===== src/hw/rtl/i2cm_pkg.sv =====
// Shared types and constants of the I2C master bit engine.
// No dependencies.
`default_nettype none

package i2cm_pkg;

    localparam logic [2:0] CMD_NONE    = 3'd0;
    localparam logic [2:0] CMD_START   = 3'd1;
    localparam logic [2:0] CMD_STOP    = 3'd2;
    localparam logic [2:0] CMD_WRITE   = 3'd3;
    localparam logic [2:0] CMD_WAITACK = 3'd4;
    localparam logic [2:0] CMD_READ    = 3'd5;
    localparam logic [2:0] CMD_ACK     = 3'd6;
    localparam logic [2:0] CMD_NACK    = 3'd7;

    localparam logic [15:0] PHASE_TICKS_RESET = 16'd30;
    localparam int          QUEUE_DEPTH_DEF   = 4;
    localparam int          LAST_BIT          = 7;

    // one timebase tick, classified
    typedef struct packed {
        logic       start_req;
        logic [2:0] cmd;
        logic [7:0] tx_byte;
        logic       sda_in;
    } tick_item_t;

    // queue head towards the sequencer
    typedef struct packed {
        logic       avail;
        tick_item_t item;
    } q_head_t;

endpackage

`default_nettype wire


===== src/hw/rtl/i2c_master_bit_engine_core.sv =====
// I2C master bit engine, top level: tick queue and bus phase sequencer.
// Depends on i2cm_pkg, i2cm_front and i2cm_back.
//
// Each request is one timebase tick and yields one result carrying the SCL
// and SDA drive levels, ready and done flags, the last read byte and the
// last acknowledge. One request is taken every clock cycle while the queue
// is not full; it passes through the tick queue, then the output register.
// The rate is set by the sequencer, which advances its bus state by one
// tick per cycle while the output is not stalled. The queue holds QUEUE_DEPTH
// ticks so the input keeps flowing while a result waits. The user writes
// phase_ticks via cfg_wr_en/cfg_wr_data only while idle; the block does not enforce it.
`default_nettype none

module i2c_master_bit_engine_core #(
    parameter int QUEUE_DEPTH = i2cm_pkg::QUEUE_DEPTH_DEF
) (
    input  wire logic        clk,
    input  wire logic        rst_n,
    input  wire logic        cfg_wr_en,
    input  wire logic [15:0] cfg_wr_data,
    input  wire logic        in_valid,
    output logic             in_stall,
    input  wire logic [2:0]  cmd,
    input  wire logic [7:0]  tx_byte,
    input  wire logic        sda_in,
    output logic             out_valid,
    input  wire logic        out_stall,
    output logic             scl_out,
    output logic             sda_out,
    output logic             ready_res,
    output logic             done_res,
    output logic [7:0]       rx_byte,
    output logic             ack_bit
);

    i2cm_pkg::q_head_t head;
    logic              pop;

    i2cm_front #(
        .QUEUE_DEPTH (QUEUE_DEPTH)
    ) u_front (
        .clk      (clk),
        .rst_n    (rst_n),
        .in_valid (in_valid),
        .in_stall (in_stall),
        .cmd      (cmd),
        .tx_byte  (tx_byte),
        .sda_in   (sda_in),
        .head     (head),
        .pop      (pop)
    );

    i2cm_back u_back (
        .clk         (clk),
        .rst_n       (rst_n),
        .cfg_wr_en   (cfg_wr_en),
        .cfg_wr_data (cfg_wr_data),
        .head        (head),
        .pop         (pop),
        .out_valid   (out_valid),
        .out_stall   (out_stall),
        .scl_out     (scl_out),
        .sda_out     (sda_out),
        .ready_res   (ready_res),
        .done_res    (done_res),
        .rx_byte     (rx_byte),
        .ack_bit     (ack_bit)
    );

endmodule

`default_nettype wire


===== src/hw/rtl/i2cm_front.sv =====
// Front end: accepts timebase ticks, classifies them and queues them.
// Depends on i2cm_pkg.
`default_nettype none

module i2cm_front #(
    parameter int QUEUE_DEPTH = i2cm_pkg::QUEUE_DEPTH_DEF
) (
    input  wire logic                 clk,
    input  wire logic                 rst_n,
    input  wire logic                 in_valid,
    output logic                      in_stall,
    input  wire logic [2:0]           cmd,
    input  wire logic [7:0]           tx_byte,
    input  wire logic                 sda_in,
    output i2cm_pkg::q_head_t         head,
    input  wire logic                 pop
);

    localparam int PW = $clog2(QUEUE_DEPTH);
    localparam int CW = $clog2(QUEUE_DEPTH + 1);

    i2cm_pkg::tick_item_t store_reg [QUEUE_DEPTH];
    logic [PW-1:0] wr_ptr_reg, wr_ptr_next;
    logic [PW-1:0] rd_ptr_reg, rd_ptr_next;
    logic [CW-1:0] count_reg, count_next;
    logic          push;
    logic          do_pop;
    i2cm_pkg::tick_item_t new_item;

    assign in_stall = (count_reg == CW'(QUEUE_DEPTH));
    assign push     = in_valid && !in_stall;
    assign do_pop   = pop && (count_reg != '0);

    always_comb
    begin
        new_item.start_req = (cmd != i2cm_pkg::CMD_NONE);
        new_item.cmd       = cmd;
        new_item.tx_byte   = tx_byte;
        new_item.sda_in    = sda_in;
    end

    always_comb
    begin
        wr_ptr_next = wr_ptr_reg;
        rd_ptr_next = rd_ptr_reg;
        count_next  = count_reg;
        if (push)
        begin
            wr_ptr_next = (wr_ptr_reg == PW'(QUEUE_DEPTH - 1)) ? '0 : wr_ptr_reg + PW'(1);
        end
        if (do_pop)
        begin
            rd_ptr_next = (rd_ptr_reg == PW'(QUEUE_DEPTH - 1)) ? '0 : rd_ptr_reg + PW'(1);
        end
        if (push && !do_pop)
        begin
            count_next = count_reg + CW'(1);
        end
        else if (!push && do_pop)
        begin
            count_next = count_reg - CW'(1);
        end
    end

    always_ff @(posedge clk or negedge rst_n)
    begin
        if (!rst_n)
        begin
            wr_ptr_reg <= '0;
            rd_ptr_reg <= '0;
            count_reg  <= '0;
        end
        else
        begin
            wr_ptr_reg <= wr_ptr_next;
            rd_ptr_reg <= rd_ptr_next;
            count_reg  <= count_next;
        end
    end

    always_ff @(posedge clk)
    begin
        if (push)
        begin
            store_reg[wr_ptr_reg] <= new_item;
        end
    end

    assign head.avail = (count_reg != '0);
    assign head.item  = store_reg[rd_ptr_reg];

endmodule

`default_nettype wire


===== src/hw/rtl/i2cm_back.sv =====
// Back end: bus phase sequencer, phase_ticks register and output register.
// Depends on i2cm_pkg.
`default_nettype none

module i2cm_back (
    input  wire logic                 clk,
    input  wire logic                 rst_n,
    input  wire logic                 cfg_wr_en,
    input  wire logic [15:0]          cfg_wr_data,
    input  wire i2cm_pkg::q_head_t    head,
    output logic                      pop,
    output logic                      out_valid,
    input  wire logic                 out_stall,
    output logic                      scl_out,
    output logic                      sda_out,
    output logic                      ready_res,
    output logic                      done_res,
    output logic [7:0]                rx_byte,
    output logic                      ack_bit
);

    typedef enum logic [2:0] {
        S_IDLE    = i2cm_pkg::CMD_NONE,
        S_START   = i2cm_pkg::CMD_START,
        S_STOP    = i2cm_pkg::CMD_STOP,
        S_WRITE   = i2cm_pkg::CMD_WRITE,
        S_WAITACK = i2cm_pkg::CMD_WAITACK,
        S_READ    = i2cm_pkg::CMD_READ,
        S_ACK     = i2cm_pkg::CMD_ACK,
        S_NACK    = i2cm_pkg::CMD_NACK
    } seq_t;

    typedef struct packed {
        logic scl;
        logic sda;
    } lines_t;

    seq_t        state_reg, state_next;
    logic [1:0]  phase_reg, phase_next;
    logic [15:0] tick_reg, tick_next;
    logic [2:0]  bit_reg, bit_next;
    logic [7:0]  shift_reg, shift_next;
    logic [7:0]  rx_reg, rx_next;
    lines_t      lines_reg, lines_next;
    logic        ack_reg, ack_next;
    logic        done_next;
    logic [15:0] phase_ticks_reg;
    logic        out_valid_reg;
    logic        scl_reg, sda_reg, ready_reg, done_reg, ackout_reg;
    logic [7:0]  rxout_reg;
    logic [15:0] limit;

    function automatic lines_t enter_phase(seq_t st, logic [1:0] ph, logic msb,
                                           logic last_bit, lines_t cur);
        lines_t r;
        r = cur;
        case (st)
            S_START:
            begin
                if (ph == 2'd0)
                begin
                    r.sda = 1'b1;
                    r.scl = 1'b1;
                end
                else if (ph == 2'd1) r.sda = 1'b0;
                else                 r.scl = 1'b0;
            end
            S_STOP:
            begin
                r.sda = 1'b0;
                r.scl = 1'b1;
            end
            S_WRITE:
            begin
                if (ph == 2'd0)      r.sda = msb;
                else if (ph == 2'd1) r.scl = 1'b1;
                else
                begin
                    r.scl = 1'b0;
                    if (last_bit) r.sda = 1'b1;
                end
            end
            S_READ:
            begin
                r.scl = (ph == 2'd0);
            end
            S_WAITACK, S_ACK, S_NACK:
            begin
                if (ph == 2'd0)      r.sda = (st != S_ACK);
                else if (ph == 2'd1) r.scl = 1'b1;
                else                 r.scl = 1'b0;
            end
            default:
            begin
                r = cur;
            end
        endcase
        return r;
    endfunction

    assign pop   = head.avail && (!out_valid_reg || !out_stall);
    assign limit = (phase_ticks_reg == '0) ? 16'd1 : phase_ticks_reg;

    always_comb
    begin
        logic finish;
        state_next = state_reg;
        phase_next = phase_reg;
        tick_next  = tick_reg;
        bit_next   = bit_reg;
        shift_next = shift_reg;
        rx_next    = rx_reg;
        lines_next = lines_reg;
        ack_next   = ack_reg;
        done_next  = 1'b0;
        finish     = 1'b0;
        if (state_reg == S_IDLE)
        begin
            if (head.item.start_req)
            begin
                state_next = seq_t'(head.item.cmd);
                bit_next   = '0;
                shift_next = (head.item.cmd == i2cm_pkg::CMD_WRITE) ? head.item.tx_byte : 8'h00;
                phase_next = 2'd0;
                tick_next  = '0;
                lines_next = enter_phase(state_next, 2'd0, shift_next[7], 1'b0, lines_reg);
            end
        end
        else
        begin
            tick_next = tick_reg + 16'd1;
            if (tick_next >= limit)
            begin
                tick_next = '0;
                case (state_reg)
                    S_START, S_NACK:
                    begin
                        if (phase_reg < 2'd2) phase_next = phase_reg + 2'd1;
                        else                  finish = 1'b1;
                    end
                    S_STOP:
                    begin
                        lines_next.sda = 1'b1;
                        finish = 1'b1;
                    end
                    S_WRITE:
                    begin
                        if (phase_reg < 2'd2) phase_next = phase_reg + 2'd1;
                        else if (bit_reg != 3'(i2cm_pkg::LAST_BIT))
                        begin
                            bit_next   = bit_reg + 3'd1;
                            shift_next = {shift_reg[6:0], 1'b0};
                            phase_next = 2'd0;
                        end
                        else finish = 1'b1;
                    end
                    S_WAITACK:
                    begin
                        if (phase_reg == 2'd1) ack_next = head.item.sda_in;
                        if (phase_reg < 2'd2) phase_next = phase_reg + 2'd1;
                        else                  finish = 1'b1;
                    end
                    S_READ:
                    begin
                        if (phase_reg == 2'd0)
                        begin
                            shift_next = {shift_reg[6:0], head.item.sda_in};
                            phase_next = 2'd1;
                        end
                        else if (bit_reg != 3'(i2cm_pkg::LAST_BIT))
                        begin
                            bit_next   = bit_reg + 3'd1;
                            phase_next = 2'd0;
                        end
                        else
                        begin
                            rx_next = shift_reg;
                            finish  = 1'b1;
                        end
                    end
                    S_ACK:
                    begin
                        if (phase_reg < 2'd2) phase_next = phase_reg + 2'd1;
                        else
                        begin
                            lines_next.sda = 1'b1;
                            finish = 1'b1;
                        end
                    end
                    default:
                    begin
                        finish = 1'b1;
                    end
                endcase
                if (finish)
                begin
                    state_next = S_IDLE;
                    phase_next = 2'd0;
                    bit_next   = '0;
                    done_next  = 1'b1;
                end
                else
                begin
                    lines_next = enter_phase(state_reg, phase_next, shift_next[7],
                                             (bit_next == 3'(i2cm_pkg::LAST_BIT)),
                                             lines_reg);
                end
            end
        end
    end

    always_ff @(posedge clk or negedge rst_n)
    begin
        if (!rst_n)
        begin
            state_reg       <= S_IDLE;
            phase_reg       <= '0;
            tick_reg        <= '0;
            bit_reg         <= '0;
            shift_reg       <= '0;
            rx_reg          <= '0;
            lines_reg       <= '{scl: 1'b1, sda: 1'b1};
            ack_reg         <= 1'b0;
            phase_ticks_reg <= i2cm_pkg::PHASE_TICKS_RESET;
            out_valid_reg   <= 1'b0;
            scl_reg         <= 1'b1;
            sda_reg         <= 1'b1;
            ready_reg       <= 1'b1;
            done_reg        <= 1'b0;
            rxout_reg       <= '0;
            ackout_reg      <= 1'b0;
        end
        else
        begin
            if (cfg_wr_en)
            begin
                phase_ticks_reg <= cfg_wr_data;
            end
            out_valid_reg <= pop || (out_valid_reg && out_stall);
            if (pop)
            begin
                state_reg  <= state_next;
                phase_reg  <= phase_next;
                tick_reg   <= tick_next;
                bit_reg    <= bit_next;
                shift_reg  <= shift_next;
                rx_reg     <= rx_next;
                lines_reg  <= lines_next;
                ack_reg    <= ack_next;
                scl_reg    <= lines_next.scl;
                sda_reg    <= lines_next.sda;
                ready_reg  <= (state_next == S_IDLE);
                done_reg   <= done_next;
                rxout_reg  <= rx_next;
                ackout_reg <= ack_next;
            end
        end
    end

    assign out_valid = out_valid_reg;
    assign scl_out   = scl_reg;
    assign sda_out   = sda_reg;
    assign ready_res = ready_reg;
    assign done_res  = done_reg;
    assign rx_byte   = rxout_reg;
    assign ack_bit   = ackout_reg;

endmodule

`default_nettype wire


===== config.mk =====
export PLATFORM = sky130hd
export DESIGN_NAME = i2c_master_bit_engine_core
export DESIGN_NICKNAME = d
export VERILOG_FILES = /design/src/hw/rtl/i2cm_pkg.sv /design/src/hw/rtl/i2c_master_bit_engine_core.sv /design/src/hw/rtl/i2cm_front.sv /design/src/hw/rtl/i2cm_back.sv
export SDC_FILE = /design/constraint.sdc
export NUM_CORES = 1
export LEC_CHECK = 0
export ABC_AREA = 1
export ABC_CLOCK_PERIOD_IN_PS = 3650
export BUFFER_PORTS_ARGS = -buffer_cell sky130_fd_sc_hd__buf_2
export CAP_MARGIN = 10
export CELL_PAD_IN_SITES_DETAIL_PLACEMENT = 0
export CELL_PAD_IN_SITES_GLOBAL_PLACEMENT = 1
export CORE_ASPECT_RATIO = 1.75
export CORE_UTILIZATION = 40
export DETAILED_ROUTE_END_ITERATION = 10
export PLACE_DENSITY = 0.76
export SLEW_MARGIN = 20
export SYNTH_ARGS = -nofsm -noshare
export SYNTH_HDL_FRONTEND = slang
export SYNTH_SLANG_ARGS = --single-unit

===== constraint.sdc =====
create_clock -name clk -period 3.65 [get_ports clk]
set_input_delay 0.5475 -clock clk [delete_from_list [all_inputs] [get_ports clk]]
set_output_delay 0.5475 -clock clk [all_outputs]
set_load 0.01 [all_outputs]

# [Word-level counts from Yosys, hierarchy flattened]
# Memory sizes are Yosys's and may differ from the RTL's.
# Index checks and enable logic that the tools add are counted.
[word_totals] mem_bits_rw=52 romBits=0 reg_bits=69 wordCells=177 latchBits=0 input_bits=33 mem_count=1
[op_classes] div=0 n_mux=72 magnitude_cmp=2 n_addsub=7 n_shift=0 n_eq_ne=38 reduce_logical=37 mul=0 bitwise_logic=3
[memory_table] memory="u_front.store_reg" depth=4 width=13 rd=1 rd_ports_with_merged_regs=0 write_ports=1 line="i2cm_front.sv:22" rtl="i2cm_pkg::tick_item_t store_reg [QUEUE_DEPTH];"
[ops] cell="16-bit 2-to-1 mux" n=4
[ops] cell="8-bit 2-to-1 mux" n=7
[ops] cell="3-bit 2-to-1 mux" n=15
[ops] cell="2-bit 2-to-1 mux" n=17
[ops] cell="3-bit equality test (second input constant)" n=10
[ops] cell="1-bit 2-to-1 mux" n=21
[ops] cell="16-bit by 1-bit adder with 16-bit output (second input constant)" n=1
[ops] cell="16-bit greater-or-equal comparator" n=1
[ops] cell="16-bit zero test" n=1
[ops] cell="8-bit one-hot mux with 2 select lines" n=1
[ops] cell="3-bit by 2-bit equality test with 1-bit output (second input constant)" n=4
[ops] cell="1-bit one-hot mux with 4 select lines" n=3
[ops] cell="11-bit AND reduction" n=1
[ops] cell="5-bit by 1-bit inequality test with 1-bit output (second input constant)" n=2
[ops] cell="3-bit inequality test (second input constant)" n=3
[ops] cell="3-bit nonzero test" n=3
[ops] cell="3-bit OR reduction" n=3
[ops] cell="4-bit by 3-bit inequality test with 1-bit output (second input constant)" n=2
[ops] cell="8-bit AND reduction" n=1
[ops] cell="4-bit OR reduction" n=2
[ops] cell="7-bit AND reduction" n=1
[ops] cell="2-bit by 1-bit adder with 2-bit output (second input constant)" n=3
[ops] cell="3-bit by 1-bit adder with 3-bit output (second input constant)" n=2
[ops] cell="3-bit by 1-bit equality test with 1-bit output (second input constant)" n=2
[ops] cell="29 further kinds" n=49

# [Depth between registers and ports, before layout]
[logic_depth] ltp_word=14 ltp_mapped=21 depth_no_buf=21

# [Cells and area by module]
# Synthesis repeated with hierarchy kept, for this count alone.
[unflattened] hier_cells=718 area_unflattened_um2=6580.1
[by_module_without_submodules] mod="i2cm_back" area_per_inst_um2=3963.8 cells_per_inst=506 instances=1
[by_module_without_submodules] mod="i2cm_front" area_per_inst_um2=2616.3 cells_per_inst=212 instances=1

# [Worst setup path before layout]
# No wires, ideal clock.
[synth_timing] path_kind="register to register" startpoint="reg u_back.tick_reg[0]" endpoint="reg u_back.rx_reg[0]" arrival_ns=2.727 stages_incl_launch_ff=16 path_slack_ns=0.798 path_buffers=0 cell_sequence="dfrtp_1 ha_1 nand2_1 nor2_1 nand3_1 nor2_2 nand3_1 nor3_2 xor2_1 ha_1 nand2_1 nor2_1 a21oi_1 nand3_1 nand2_2 mux2_2"
[synth_between] elab_chain_cells=3
[synth_lines] element="start, declared" line="i2cm_back.sv:40" rtl="logic [15:0] tick_reg, tick_next;"
[synth_lines] element="start signal, assigned" line="i2cm_back.sv:244" rtl="tick_reg <= tick_next;"
[synth_lines] element="16-bit by 1-bit adder with 16-bit output" line="i2cm_back.sv:131" rtl="tick_next = tick_reg + 16'd1;"
[synth_lines] element="16-bit greater-or-equal comparator" line="i2cm_back.sv:132" rtl="if (tick_next >= limit)"
[synth_lines] element="6-bit AND reduction (no line)"
[synth_lines] element="end signal, assigned" line="i2cm_back.sv:247" rtl="rx_reg <= rx_next;"
[synth_lines] element="end, declared" line="i2cm_back.sv:43" rtl="logic [7:0] rx_reg, rx_next;"
# No other way between the ends.
# A chain may end at the register's enable or synchronous reset.

# [Final worst setup path]
[layout_timing] startpoint="reg u_back.tick_reg[0]" endpoint="reg u_back.rx_reg[7]"
# The elaborated chain is that of the path after synthesis.

==> impl_metrics.env <==
export IMPL_yosysSeqAreaShare_pct=52.2
export IMPL_fmax_mhz=301
export IMPL_dp_cells=892
export IMPL_grt_pass1_wl_um=23300
export IMPL_postSynthAreaPerCell_um2=9.41
export IMPL_rows=60
export IMPL_comb_power_share_pct=37.3
export IMPL_grtUsageTotal_pct=18.6
export IMPL_synth_xor_area_share_pct=2.22
export IMPL_pin_count=48
export IMPL_routedWlPerCell_um=15.9
export IMPL_setup_viol=0
export IMPL_multi_input_area_mm2=0.00263
export IMPL_h_tree_depth=4
export IMPL_postSynthCellCount=671
export IMPL_cts_buffer_depth=2
export IMPL_cpLargestDelayFamily="simple AND/OR/NAND/NOR gates"
export IMPL_cts_made_buffers=17
export IMPL_drive_gt1_share_pct=19.0
export IMPL_start_util_pct=41.0
export IMPL_stdcell_count=924
export IMPL_synth_ff_latch_count=121
export IMPL_leakage_nw=3.36
export IMPL_nets=785
export IMPL_arrival_ps=3610
export IMPL_hold_path_class="primary input to async pin"
export IMPL_hpwl_um=10800
export IMPL_synth_simple_area_share_pct=21.9
export IMPL_antenna_left=0
export IMPL_final_common_cell="nand2_1"
export IMPL_p_per_area_mw_per_mm2=766
export IMPL_post_cts_buffers=0
export IMPL_drc=0
export IMPL_synth_nets=731
export IMPL_gp_congestion=0.902
export IMPL_finalMaxSlewViolations=0
export IMPL_max_cap_violations=0
export IMPL_die_x_um=97.0
export IMPL_cts_sinks=121
export IMPL_worst_slew_pin_slew_ps=641
export IMPL_synth_area_mux_share_pct=1.78
export IMPL_period_share_pct=91.1
export IMPL_grt_pass1_vias=4839
export IMPL_cts_tree="built"
export IMPL_yosys_top_cells_area="edfxtp_1, dfrtp_1, nand2_1, ha_1, o21ai_0"
export IMPL_hold_viol=0
export IMPL_swShare_pct=40.7
export IMPL_ir_worst_vdd_uv=401
export IMPL_fp_coreArea_mm2=0.0154
export IMPL_synth_compound_gate_area_share_pct=10.2
export IMPL_rsz0062_at_grt="no"
export IMPL_portBuffers=47
export IMPL_ys_warn_count=0
export IMPL_clock_power_share_pct=28.0
export IMPL_slowest_delay_ps=420
export IMPL_cts_root_buf="clkbuf_16"
export IMPL_largest_reg_flops=52
export IMPL_drt_iter0_drc=193
export IMPL_die_h_um=168
export IMPL_yosysTopAreaCellShare_pct=24.7
export IMPL_relSlewSlack_pct=57.3
export IMPL_power_internal_mw=3.31
export IMPL_netlist_area_mm2=0.00631
export IMPL_grt_max_degree=51
export IMPL_startpoint_type="register"
export IMPL_required_ps=3940
export IMPL_clk_pin_slew_worst_paths_ps=60
export IMPL_endpoint_kind="register"
export IMPL_dr_pass1_iters=4
export IMPL_p_switching_mw=2.27
export IMPL_antenna_cells=0
export IMPL_finalCriticalPeriod_ps=3320
export IMPL_skew_ps=14.2
export IMPL_synth_top_family_by_area="simple AND/OR/NAND/NOR gates"
export IMPL_vias=4815
export IMPL_pwr_share_seq_pct=34.7
export IMPL_worstPathMaxFanout=8
export IMPL_synth_ff_type="dfrtp_1"
export IMPL_nFillCells=1449
export IMPL_cp_buffers_inverters=0
export IMPL_tns_ps=0
export IMPL_regArea_mm2=0.00330
export IMPL_yosysTopAreaCell="edfxtp_1"
export IMPL_ys_types=49
export IMPL_insertion_delay_ps=410
export IMPL_synth_edff_count=52
export IMPL_path_cells="ha_1, nand2_1, nor2_1, nand3_1, nor2_2, nand3_1, nor3_2, xor2_1, ha_1, nand2_1, nor2_1, a21oi_1, nand3_2, nand2_2, mux2_2"
export IMPL_viasPerCell=5.21
export IMPL_status="finished, final reports clean"
export IMPL_finalWirelength_um=14700
export IMPL_cpMaxStageDelayCell="dfrtp_1"
export IMPL_antenna_found_initial=0
export IMPL_synthArstFlopShare_pct=57.0
export IMPL_overflow=0
export IMPL_path_class="register to register"
export IMPL_dieArea_mm2=0.0163
export IMPL_area_growth_pct=15.3
export IMPL_synthAdderAreaFrac_pct=5.47
export IMPL_mostFrequentLayoutCells="nand2_1, inv_1, o21ai_0, dfrtp_1, edfxtp_1"
timing repair:
| item | in CTS | in global routing |
|---|---|---|
| hold buffers | 0 | 0 |
| gates resized for setup | 0 | 1 |
| endpoints found under the hold margin | 0 | 0 |
| setup endpoints to repair | 0 | 8 |
power groups by stage:
| stage | clock network [mW] | registers (mW) | logic (mW) |
|---|---|---|---|
| floorplan | 0 | 1.87 | 1.61 |
| global placement | 0 | 1.95 | 2.03 |
| detailed placement | 0 | 1.96 | 2.08 |
| CTS | 1.60 | 1.94 | 2.09 |
| global route | 1.66 | 1.97 | 2.32 |
| finish | 1.56 | 1.94 | 2.08 |
path summary, 6_finish.rpt:
kind	startpoint	to	slack [ps]	depth (start not counted)
worst max-delay path	u_back.tick_reg[0]	u_back.rx_reg[7]	330	15
worst min-delay path	rst_n	u_back.state_reg[1]	110	1
worst max register to register	u_back.tick_reg[0]	u_back.rx_reg[7]	330	15
worst min register to register	u_back.ready_res	u_back.ready_res	470	2
max in group asynchronous	rst_n	u_back.shift_reg[2]	2510	2
min in group clk	cfg_wr_data[13]	u_back.phase_ticks_reg[13]	340	3
cell type report:
cell class,count,area share (%)
Tap cell,186,3.20
Clock buffer,20,6.43
Timing Repair Buffer,54,3.95
Clock inverter,12,1.20
Sequential cell,121,45.3
Multi-Input combinational cell,457,36.1
Inverter,74,3.88
logic make-up (layout without fill, tap and decap cells):
logic type	Yosys count	after routing
simple gates	289	289
mux	10	10
flops	121	121
xor+xnor	16	16
buf+inv	93	160
compound gates	115	115
fa+ha+maj	27	27
cell usage after synthesis (11+ instances only):
| master | number |
|---|---|
| dfrtp_1 | 62 |
| a21oi_1 | 18 |
| nor2_1 | 45 |
| inv_1 | 63 |
| o21ai_0 | 62 |
| ha_1 | 26 |
| xor2_1 | 15 |
| nand2_1 | 150 |
| nand3_1 | 48 |
| edfxtp_1 | 52 |
| o21ai_1 | 11 |
metal layers:
metal | vias up | part of all wire [%] | track usage, %
met2 | 103 | 56 | 35.3
met4 | 0 | 4.9 | 11.3
met1 | 2280 | 37 | 18.1
met5 | - | 0 | 0
met3 | 43 | 2.7 | 4.11
li1 | 2389 | - | -
through the flow:
| step | power, mW | util [%] | area (um2) | hold slack, ps | worst slack [ps] |
|---|---|---|---|---|---|
| floorplan | 3.48 | - | 6310 | 252 | 798 |
| global placement | 3.98 | 43.7 | 6720 | 462 | 244 |
| detailed placement | 4.04 | 43.7 | 6720 | 463 | 251 |
| CTS | 5.62 | 47.3 | 7280 | 122 | 218 |
| global route | 5.95 | 47.3 | 7280 | 147 | 21.9 |
| finish | 5.58 | 47.3 | 7280 | 113 | 326 |
No activity file was read; power rests on OpenSTA's default activity.
